File: config.mk
export PLATFORM = sky130hd
export DESIGN_NAME = sfd_mac
export DESIGN_NICKNAME = d
export VERILOG_FILES = /design/src/sfd_pkg.sv /design/src/sfd_mac.sv
export SDC_FILE = /design/constraint.sdc
export NUM_CORES = 1
export LEC_CHECK = 0
export ABC_AREA = 1
export BUFFER_PORTS_ARGS = -buffer_cell sky130_fd_sc_hd__buf_2
export CORE_ASPECT_RATIO = 1.25
export CORE_MARGIN = 8
export CORE_UTILIZATION = 40
export DETAILED_ROUTE_END_ITERATION = 12
export PLACE_DENSITY_LB_ADDON = 0.1
export SLEW_MARGIN = 15
export SYNTH_ARGS = -nofsm -noshare
export SYNTH_HDL_FRONTEND = slang
export SYNTH_SLANG_ARGS = --single-unit
File: constraint.sdc
create_clock -name clk -period 8.6 [get_ports clk]
set_input_delay 1.72 -clock clk [delete_from_list [all_inputs] [get_ports clk]]
set_output_delay 1.72 -clock clk [all_outputs]
set_load 0.03 [all_outputs]
File: src/sfd_pkg.sv
package sfd_pkg;

  // gain format, Q1.15 with 0x8000 as unity
  localparam int GAIN_W = 16;
  localparam int Q_FRAC = 15;
  localparam logic [GAIN_W-1:0] Q_ONE  = 16'h8000;
  localparam logic [GAIN_W-1:0] Q_HALF = 16'h4000;

  // config port
  localparam int DLEN_W    = 18;
  localparam int CFG_IDX_W = 3;

  localparam logic [CFG_IDX_W-1:0] CFG_DELAY_LENGTH  = 3'd0;
  localparam logic [CFG_IDX_W-1:0] CFG_MODE          = 3'd1;
  localparam logic [CFG_IDX_W-1:0] CFG_FEEDBACK_GAIN = 3'd2;
  localparam logic [CFG_IDX_W-1:0] CFG_WET_MIX       = 3'd3;
  localparam logic [CFG_IDX_W-1:0] CFG_STEREO_BLEND  = 3'd4;

  localparam logic [DLEN_W-1:0] DLEN_RESET  = 18'd24000;
  localparam logic [GAIN_W-1:0] FB_RESET    = 16'd16384;
  localparam logic [GAIN_W-1:0] MIX_RESET   = 16'd16384;
  localparam logic [GAIN_W-1:0] BLEND_RESET = 16'd32768;

  localparam logic MODE_MONO = 1'b0;
  localparam logic MODE_PING = 1'b1;

  // control of the shared multiply-accumulate unit
  typedef struct packed {
    logic en;
    logic clear;
  } mac_ctrl_t;

  // gains above unity act as unity
  function automatic logic [GAIN_W-1:0] gain_clamp(input logic [GAIN_W-1:0] g);
    return (g > Q_ONE) ? Q_ONE : g;
  endfunction

endpackage

File: src/sfd_mac.sv
module sfd_mac #(
  parameter int SAMPLE_BITS = 16
) (
  input  logic                          clk,
  input  sfd_pkg::mac_ctrl_t            ctrl,
  input  logic signed [SAMPLE_BITS-1:0] operand,
  input  logic [sfd_pkg::GAIN_W-1:0]    gain,
  output logic signed [SAMPLE_BITS-1:0] result
);

  localparam int ACC_W = SAMPLE_BITS + sfd_pkg::GAIN_W + 1;
  localparam int SH_W  = ACC_W - sfd_pkg::Q_FRAC;

  logic signed [sfd_pkg::GAIN_W:0] gain_s;
  logic signed [ACC_W-1:0]         prod;
  logic signed [ACC_W-1:0]         acc_r;
  logic signed [ACC_W-1:0]         acc_nxt;
  logic signed [ACC_W-1:0]         rnd;
  logic signed [SH_W-1:0]          sh;
  logic                            fits;

  // gain is never negative, zero-extend before the signed multiply
  assign gain_s = {1'b0, gain};
  assign prod   = operand * gain_s;

  always_comb begin
    acc_nxt = acc_r;
    if (ctrl.en) begin
      acc_nxt = ctrl.clear ? prod : acc_r + prod;
    end
  end

  always_ff @(posedge clk) begin
    acc_r <= acc_nxt;
  end

  // round half up, then saturate to the sample width
  assign rnd  = acc_r + $signed(ACC_W'(sfd_pkg::Q_HALF));
  assign sh   = rnd[ACC_W-1:sfd_pkg::Q_FRAC];
  assign fits = (sh[SH_W-1:SAMPLE_BITS-1] == {(SH_W-SAMPLE_BITS+1){sh[SH_W-1]}});

  assign result = fits ? sh[SAMPLE_BITS-1:0]
                       : {sh[SH_W-1], {(SAMPLE_BITS-1){~sh[SH_W-1]}}};

endmodule

* Word-level counts from Yosys, hierarchy flattened *
Index checks and enable logic that the tools add are counted.

storage, ports and cells
  register bits = 33
  output and inout bits = 16

operators by class
  add/sub/neg operators = 2
  $mul = 1
  equality and inequality tests = 1
  mux-type cells = 2
  bitwise operators = 1

operator list
  operator                                        count
  adder 33 x 16 -> 33 bit, second input constant  1
  adder 33 bit                                    1
  multiplier 16 x 17 -> 33 bit                    1
  two-way mux 33 bit                              1
  two-way mux 16 bit                              1
  equality test 2 bit                             1
  NOT 1 bit                                       1

* Logic depth before layout (Yosys ltp) *
Gate-level depths: netlist (run 1).

  depth in word-level cells = 3
  gate-level depth with buffers = 39
  depth with buffers taken out = 37

* Worst setup path before layout (run 1) *
No wires, ideal clock.

  path kind = input to register
  start = in operand[1]
  end = reg acc_r[30] (data pin)
  library setup time = 0.254 ns
  arrival time = 7.819 ns
  required time = 8.346 ns
  setup slack = 0.527 ns
  stages = 30
  path buffers = 2
  cell sequence = clkbuf_1 -> clkbuf_1 -> nand2_1 -> fa_1 -> fa_1 -> fa_1 -> inv_1 -> fa_1 -> fa_1 -> inv_1 -> fa_1 -> inv_1 -> ha_1 -> a21o_1 -> nor2_1 -> nand2_1 -> nand2_1 -> nand2_1 -> or2_2 -> and2_1 -> ha_1 -> nand2_1 -> nor2_1 -> inv_1 -> nor4_1 -> nand2_1 -> nand2_1 -> nand2_1 -> nand3_1 -> nand2_1

on the way
  word-level cells in the longest chain between the ends = 3

RTL lines
  item                              RTL line       source
  start, declared                   sfd_mac.sv:6   input logic signed [SAMPLE_BITS-1:0] operand,
  multiplier 16 x 17 -> 33 bit (*)  sfd_mac.sv:24  assign prod = operand * gain_s;
  adder 33 bit                      sfd_mac.sv:29  acc_nxt = ctrl.clear ? prod : acc_r + prod;
  two-way mux 33 bit (*)            sfd_mac.sv:29
  end signal, assigned              sfd_mac.sv:34  acc_r <= acc_nxt;
  end, declared                     sfd_mac.sv:16  logic signed [ACC_W-1:0] acc_r;

Every way passes the cells marked *; elsewhere a longest branch is shown, timed or not.
A chain may end at the register's enable or synchronous reset.

* Worst setup path in the final report (run 1) *
  start = in gain[7] (netlist bit)
  end = reg acc_r[26] (data pin)

on the way
  word-level cells in the longest chain between the ends = 3

RTL lines
  item                              RTL line       source
  start, declared                   sfd_mac.sv:7   input logic [sfd_pkg::GAIN_W-1:0] gain,
  multiplier 16 x 17 -> 33 bit (*)  sfd_mac.sv:24
  adder 33 bit                      sfd_mac.sv:29
  two-way mux 33 bit (*)            sfd_mac.sv:29

Marked as above.

==> results of run 1 <==
## critical path, delay by kind of cell
family	cells	cell delay (ns)
fa+ha+maj	8	3.55
simple gates	15	1.95
buf+inv	9	0.88
compound gates	1	0.24
## worst max-delay path by stage
stage                           end  slack, ns  cells past startpoint
final                     acc_r[26]       0.28                     33
after global routing      acc_r[26]      -0.01                     33
after CTS                 acc_r[26]       0.06                     32
after detailed placement  acc_r[32]      -0.27                     36
after global placement    acc_r[32]      -0.29                     36
after floorplan           acc_r[30]       0.53                     30
## cell usage after synthesis, types with 2 or more instances
cell / number
a21boi_0: 3
a21o_1: 4
a21oi_1: 70
a31oi_1: 2
and2_1: 12
buf_1: 3
clkbuf_1: 58
edfxtp_1: 33
fa_1: 195
ha_1: 158
inv_1: 491
nand2_1: 611
nand2_2: 4
nand3_1: 79
nand3b_1: 6
nand4_1: 11
nor2_1: 102
nor2_4: 2
nor3_1: 17
nor3_4: 3
nor4_1: 4
o21a_1: 2
o21ai_0: 47
o21bai_1: 9
or2_2: 12
xnor2_1: 13
xor2_1: 24
xor2_2: 2
## per-layer routing
layer / vias to the layer above / global-route usage [%] / wire length, um
met1: 5948 / 23.6 / 16700
met5: - / 0 / 0
met2: 133 / 40.4 / 22100
li1: 6155 / - / -
met3: 37 / 0.732 / 482
met4: 0 / 5.48 / 798
## cells by family (layout without fill, tap and decap cells)
logic type	after synthesis	after routing	share of synthesized area [%]
AND/OR/NAND/NOR	869	869	26.4
buffers and inverters	555	681	15.3
adder cells (fa/ha/maj)	353	353	42.9
AO/OA/AOI/OAI	139	139	5.53
XOR/XNOR	39	39	2.60
flip-flops	33	33	7.23
## area by class of cell
cell class / count / area (um2) / share of cell area [%]
clock buffers: 5 / 125 / 0.801
clock inverters: 3 / 65.1 / 0.417
inverters: 492 / 1850 / 11.9
multi-input cells: 1400 / 10800 / 69.0
flip-flops and latches: 33 / 991 / 6.35
well taps: 429 / 537 / 3.44
repair buffers: 180 / 1260 / 8.09
repair inverters: 1 / 5.00 / 0.0321
## stage by stage
stage	instances	utilization [%]	TNS, ns	worst slack [ns]
global placement	2531	44.6	-1.95	-0.291
global route	2543	45.7	-0.0425	-0.0147
floorplan	1988	-	0	0.527
CTS	2539	45.2	0	0.0581
detailed placement	2531	44.6	-1.40	-0.273
finish	2543	45.7	0	0.278
## repair_timing
item,4_1_cts,5_1_grt
endpoints found under the setup margin,1,16
gates resized for setup,1,46
pin swaps,0,1
cloned,0,1
buffers inserted,0,3
==> impl_metrics.csv, run 1 <==
group,metric,value,unit
status,outcome,"complete, no violations",
layout,largest_reg_flops,33,
synth,yosysSeqAreaShare,7.23,%
grt,grt_use_total,20.5,%
synth,yosys.area.top_type_share,28.5,%
place,portBuffers,50,
clock_network,cts-root-buf,"clkbuf_16",
synth,syn_inst,1988,
clock_network,clkTransAtPathRegs,0.06,ns
clock_network,htree_levels,2,
clock_network,cts_tree,"done",
timing,grt_setup_unrepaired,"true",
timing,worstMarginPinSlew,1.02,ns
floorplan,core,0.0341,mm2
timing,period_share,96.8,%
drt,dr.pass1.iters,4,
grt,antenna_found_initial,0,
critical_path,critical_path_class,"input pin to flop",
grt,grt_pass1_wl,66500,um
synth,synth_seq_cells,33,
critical_path,max_stage_delay,0.59,ns
critical_path,rr_worst_depth,13,
layout,area_growth,13.9,%
layout,largest-register,"acc_r",
clock_network,clockBufferDepth,2,
layout,diodes,0,
synth,syn_avg_cell_area,6.89,um2
synth,synth-edff-count,33,
place,gp_congestion,0.881,
drt,drtAntennaViolNets,0,
layout,final_area,0.0156,mm2
critical_path,worstPathMaxFanout,5,
drt,vias,12300,
floorplan,fp.dieW,182,um
critical_path,critical-path-slowest-cell,"fa_2",
timing,skew,0.00557,ns
layout,top_regs,"acc_r: 33 flops",
timing,setup_viol,0,
synth,ys_async_sr_fraction,0,%
timing,period_needed,8.32,ns
floorplan,dieArea,0.0405,mm2
layout,most-common-layout-cells,"nand2_1, inv_1, fa_1",
critical_path,cpMostUsedCell,"nand2_1",
floorplan,rows,76,
synth,ys_warn_count,0,
layout,drive_gt1_share,12.3,%
timing,finalHoldViolations,0,
run,max-cap-violations,0,
critical_path,endpoint_kind,"flop",
grt,grt_overflow,0,
timing,final_max_slew_viol_count,0,
synth,yosys.area.top_type,"fa_1",
critical_path,r2r-end,"acc_r[22]",
drt,drcViolationCount,0,
critical_path,cp.arrival,8.36,ns
synth,syn_area,0.0137,mm2
clock_network,clock_latency,0.30,ns
critical_path,cp_data_required_time,8.63,ns
critical_path,start_kind,"input pin",
worst_hold_path,min_path_cells,3,
layout,fin_nets,2501,
drt,viasPerCell,4.83,
timing,hold_ws,0.658,ns
critical_path,r2r-start,"acc_r[0]",
clock_network,cts_buffers,5,
drt,wl_per_cell,15.8,um
critical_path,ff2ff_setup_slack,6.02,ns
clock_network,numClockSinks,33,
synth,ys.flop_type,"edfxtp_1",
worst_hold_path,hp-start,"acc_r[0]",
floorplan,ios,51,
synth,yosysUniqueCellTypes,39,
grt,grt_max_degree,41,
worst_hold_path,hold_end,"acc_r[0]",
grt,grt_pass1_vias,13100,
clock_network,hold_buffers,0,
drt,first_iter_violations,512,
timing,slew_headroom,31.7,%
timing,fmax,120,MHz
drt,wl,40100,um
layout,n_fill_cell,3593,
synth,syn_nets,2376,
synth,synth_area_leaders,"fa_1, nand2_1, ha_1",
worst_hold_path,min_path_type,"flop to flop",
critical_path,cp-startpoint,"gain[7]",
place,hpwlAfterDp,35400,um
layout,final_common_cell,"nand2_1",
floorplan,initial_utilization,40.1,%
floorplan,die_y,223,um
place,placed_area,0.0152,mm2
Power of run 1 is left out: the tool's default activity adds up to more than one toggle a clock period on the data nets, which glitch-free logic cannot reach.
==> run 2, diff against run 1 <==
--- a/config.mk
+++ b/config.mk
@@ -10,6 +10,7 @@
 export CORE_ASPECT_RATIO = 1.25
 export CORE_MARGIN = 8
 export CORE_UTILIZATION = 40
+export CTS_BUF_LIST = sky130_fd_sc_hd__clkbuf_8
 export DETAILED_ROUTE_END_ITERATION = 12
 export PLACE_DENSITY_LB_ADDON = 0.1
 export SLEW_MARGIN = 15
==> run 2 against run 1 <==
Register-to-register slack hardly changed; critical endpoint is now acc_r[25]; die area stayed put; critical path type unchanged; sequential cell count stayed put.
==> impl_metrics.csv, run 2 (synthesis gave the netlist of run 1 again) <==
group,metric,value,unit
status,outcome,"complete, no violations",
critical_path,endpoint_kind,"flop",
drt,wl_per_cell,15.7,um
floorplan,core,0.0341,mm2
layout,area_growth,13.1,%
critical_path,crit_buf_inv,9,
critical_path,cp.arrival,8.38,ns
layout,most-common-layout-cells,"nand2_1, inv_1, fa_1",
clock_network,clockBufferDepth,2,
floorplan,rows,76,
layout,diodes,0,
timing,finalHoldViolations,0,
grt,grt_pass1_wl,66400,um
clock_network,numClockSinks,33,
timing,setup_viol,0,
timing,final_max_slew_viol_count,0,
clock_network,clock_latency,0.32,ns
timing,worstMarginPinSlew,1.02,ns
timing,fmax,120,MHz
layout,top_regs,"acc_r: 33 flops",
drt,viasPerCell,4.81,
worst_hold_path,min_path_type,"flop to flop",
critical_path,worstPathMaxFanout,10,
grt,grt_pass1_vias,13100,
timing,period_needed,8.32,ns
clock_network,cts_buffers,5,
floorplan,die_y,223,um
run,max-cap-violations,0,
timing,tns,0,ns
grt,grt_max_degree,41,
clock_network,hold_buffers,0,
critical_path,critical-path-slowest-cell,"fa_1",
clock_network,cts-root-buf,"clkbuf_8",
timing,skew,0.00994,ns
drt,drcViolationCount,0,
floorplan,fp.dieW,182,um
drt,dr.pass1.iters,4,
critical_path,cp_data_required_time,8.66,ns
drt,wl,40000,um
layout,fin_nets,2500,
critical_path,critical_path_class,"input pin to flop",
floorplan,dieArea,0.0405,mm2
place,gp_congestion,0.881,
grt,grt_overflow,0,
drt,drtAntennaViolNets,0,
drt,vias,12200,
drt,first_iter_violations,497,
floorplan,ios,51,
timing,period_share,96.8,%
layout,final_common_cell,"nand2_1",
critical_path,path_delay_family,"adder cells",
place,hpwlAfterDp,35400,um
clock_network,htree_levels,2,
layout,largest_reg_flops,33,
clock_network,cts_tree,"done",
grt,grt_use_total,20.5,%
grt,antenna_found_initial,0,
timing,slew_headroom,31.4,%
place,portBuffers,50,
floorplan,initial_utilization,40.1,%
clock_network,clkTransAtPathRegs,0.08,ns
timing,grt_setup_unrepaired,"true",
layout,drive_gt1_share,11.7,%
critical_path,max_stage_delay,0.55,ns
layout,largest-register,"acc_r",
critical_path,start_kind,"input pin",
run 2: cell count changes in the layout (fill, tap and decap cells not counted), sizes merged:
cell / delta
clkinvlp: -1
run 2: layer usage:
metal / vias up / routed length, um / global-route usage [%]
li1: 6151 / - / -
met1: 5890 / 16700 / 23.6
met2: 149 / 21800 / 40.4
met3: 45 / 543 / 0.684
met4: 0 / 949 / 5.27
met5: - / 0 / 0
run 2: tightest hold or removal path: cells and delay by family, from the launching register on:
family | cells | cell delay [ns]
AOI/OAI and AO/OA | 1 | 0.05
DFF | 1 | 0.34
and+or+nand+nor | 1 | 0.04
adders and majority gates | 1 | 0.12
run 2: timing repair:
item,in CTS,in global routing
gates resized for setup,0,35
setup endpoints to repair,0,17
buffers inserted,0,3
run 2: cell type report:
| cell class | count | area, um2 |
|---|---|---|
| clock buffer | 5 | 68.8 |
| clock inverter | 3 | 65.1 |
| fill | 3621 | 18600 |
| inverter | 492 | 1850 |
| multi-input combinational | 1400 | 10700 |
| sequential | 33 | 991 |
| tap | 429 | 537 |
| timing repair buffer | 180 | 1260 |
run 2: through the flow:
stage / std cells / util [%] / area, um2 / hold WS, ns / worst slack [ns]
finish: 2542 / 45.4 / 15500 / 0.662 / 0.279
global route: 2542 / 45.4 / 15500 / 0.724 / -0.00899
CTS: 2539 / 45.0 / 15400 / 0.675 / 0.0274
detailed placement: 2531 / 44.6 / 15200 / 0.653 / -0.273
global placement: 2531 / 44.6 / 15200 / 0.637 / -0.291
floorplan: 1988 / - / 13700 / 0.624 / 0.527
run 2: worst paths after layout:
kind               startpoint   endpoint  slack [ns]  cells past startpoint
setup / recovery  operand[15]  acc_r[25]        0.28                     33
hold / removal       acc_r[0]   acc_r[0]        0.66                      3
setup reg to reg     acc_r[0]  acc_r[14]        6.01                     12
hold reg to reg      acc_r[0]   acc_r[0]        0.66                      3
Power of run 2 is left out for the same reason.
==> run 3, diff against run 2 <==
--- a/config.mk
+++ b/config.mk
@@ -12,7 +12,7 @@
 export CORE_UTILIZATION = 40
 export CTS_BUF_LIST = sky130_fd_sc_hd__clkbuf_8
 export DETAILED_ROUTE_END_ITERATION = 12
-export PLACE_DENSITY_LB_ADDON = 0.1
+export PLACE_DENSITY_LB_ADDON = 0.25
 export SLEW_MARGIN = 15
 export SYNTH_ARGS = -nofsm -noshare
 export SYNTH_HDL_FRONTEND = slang
==> run 3 against run 2 <==
Sequential share of layout area grew 0.12 points; clock skew grew 0.0047 ns; utilization shrank 0.84 points; critical path type unchanged.
==> impl_metrics.csv, run 3 (synthesis gave the netlist of run 1 again) <==
group,metric,value,unit
critical_path,cp.arrival,8.26,ns
clock_network,clkTransAtPathRegs,0.09,ns
layout,largest-register,"acc_r",
drt,viasPerCell,4.86,
place,portBuffers,50,
drt,vias,12200,
floorplan,rows,76,
timing,slew_headroom,35.7,%
clock_network,htree_levels,2,
clock_network,hold_buffers,0,
grt,grt_pass1_vias,13200,
layout,final_area,0.0152,mm2
critical_path,critical-path-slowest-cell,"fa_1",
grt,antenna_found_initial,0,
status,outcome,"complete, no violations",
floorplan,initial_utilization,40.1,%
grt,grt_max_degree,41,
clock_network,cts-root-buf,"clkbuf_8",
timing,final_max_slew_viol_count,0,
timing,skew,0.0146,ns
clock_network,numClockSinks,33,
place,gp_congestion,0.984,
timing,period_needed,8.21,ns
timing,fmax,122,MHz
timing,period_share,95.4,%
layout,top_regs,"acc_r: 33 flops",
layout,largest_reg_flops,33,
timing,worstMarginPinSlew,0.958,ns
grt,grt_pass1_wl,65300,um
grt,grt_use_total,19.7,%
clock_network,cts_buffers,5,
critical_path,crit_buf_inv,8,
floorplan,fp.dieW,182,um
timing,finalHoldViolations,0,
floorplan,dieArea,0.0405,mm2
timing,hold_ws,0.664,ns
drt,drcViolationCount,0,
timing,layout_setup_ws,0.394,ns
place,hpwlAfterDp,33900,um
critical_path,max_stage_delay,0.54,ns
floorplan,core,0.0341,mm2
critical_path,endpoint_kind,"flop",
timing,setup_viol,0,
drt,first_iter_violations,563,
drt,wl,38400,um
clock_network,clock_latency,0.30,ns
grt,grt_overflow,0,
layout,fin_nets,2460,
place,placed_area,0.0149,mm2
layout,diodes,0,
critical_path,cpMostUsedCell,"inv_1",
critical_path,path_delay_family,"adder cells",
clock_network,clockBufferDepth,2,
layout,fin_util,44.5,%
floorplan,die_y,223,um
layout,drive_gt1_share,10.0,%
layout,final_common_cell,"nand2_1",
critical_path,start_kind,"input pin",
drt,drtAntennaViolNets,0,
worst_hold_path,min_path_type,"flop to flop",
floorplan,ios,51,
layout,most-common-layout-cells,"nand2_1, inv_1, fa_1",
critical_path,ff2ff_setup_slack,6.01,ns
place,dp_slack,-0.308,ns
clock_network,cts_tree,"done",
run,max-cap-violations,0,
critical_path,critical_path_class,"input pin to flop",
layout,area_growth,11.0,%
critical_path,worstPathMaxFanout,16,
critical_path,cp_data_required_time,8.66,ns
drt,wl_per_cell,15.3,um
drt,dr.pass1.iters,5,
run 3: cell count changes in the layout (fill, tap and decap cells not counted), sizes merged:
cell    delta
bufinv     -1
inv        +1
buf       -46
clkbuf     +6
run 3: path summary, 6_finish.rpt:
check | startpoint | end | depth (start not counted)
worst max register to register | acc_r[0] | acc_r[26] | 14
worst min register to register | acc_r[0] | acc_r[0] | 3
worst max-delay path | operand[4] | acc_r[18] | 30
worst min-delay path | acc_r[0] | acc_r[0] | 3
run 3: worst register-to-register path, cell delays in order (launching register included):
cell      delay (ns)
edfxtp_1        0.37
ha_1            0.28
fa_1            0.45
nand2_1         0.11
nand2_1         0.07
and2_1          0.18
nand2_1         0.09
nand2_1         0.10
nand2_1         0.08
nand2_1         0.10
nand2_1         0.13
buf_4           0.11
nand3_1         0.07
nand3_1         0.08
nand2_1         0.12
run 3: area by class of cell:
cell class	instances	area (um2)
sequential	33	991
tap	429	537
fill	3541	18900
timing repair buffer	140	953
multi-input combinational	1400	10800
clock buffer	5	68.8
inverter	492	1850
clock inverter	3	37.5
run 3: through the flow:
| stage | std cells | TNS [ns] |
|---|---|---|
| floorplan | 1988 | 0 |
| global placement | 2492 | -2.31 |
| detailed placement | 2492 | -2.18 |
| CTS | 2500 | 0 |
| global route | 2502 | -0.00522 |
| finish | 2502 | 0 |
run 3: per-layer routing:
| metal | vias up | wire length (um) | track usage [%] |
|---|---|---|---|
| met4 | 0 | 1360 | 7.21 |
| met1 | 5814 | 16100 | 22.8 |
| li1 | 6075 | - | - |
| met2 | 203 | 20000 | 37.1 |
| met3 | 67 | 952 | 1.55 |
| met5 | - | 0 | 0 |
run 3: repair_timing:
action,4_1_cts,5_1_grt
setup buffers,0,2
setup endpoints to repair,1,17
resized for setup,1,43
pin swaps,0,2
Power of run 3 is left out for the same reason.
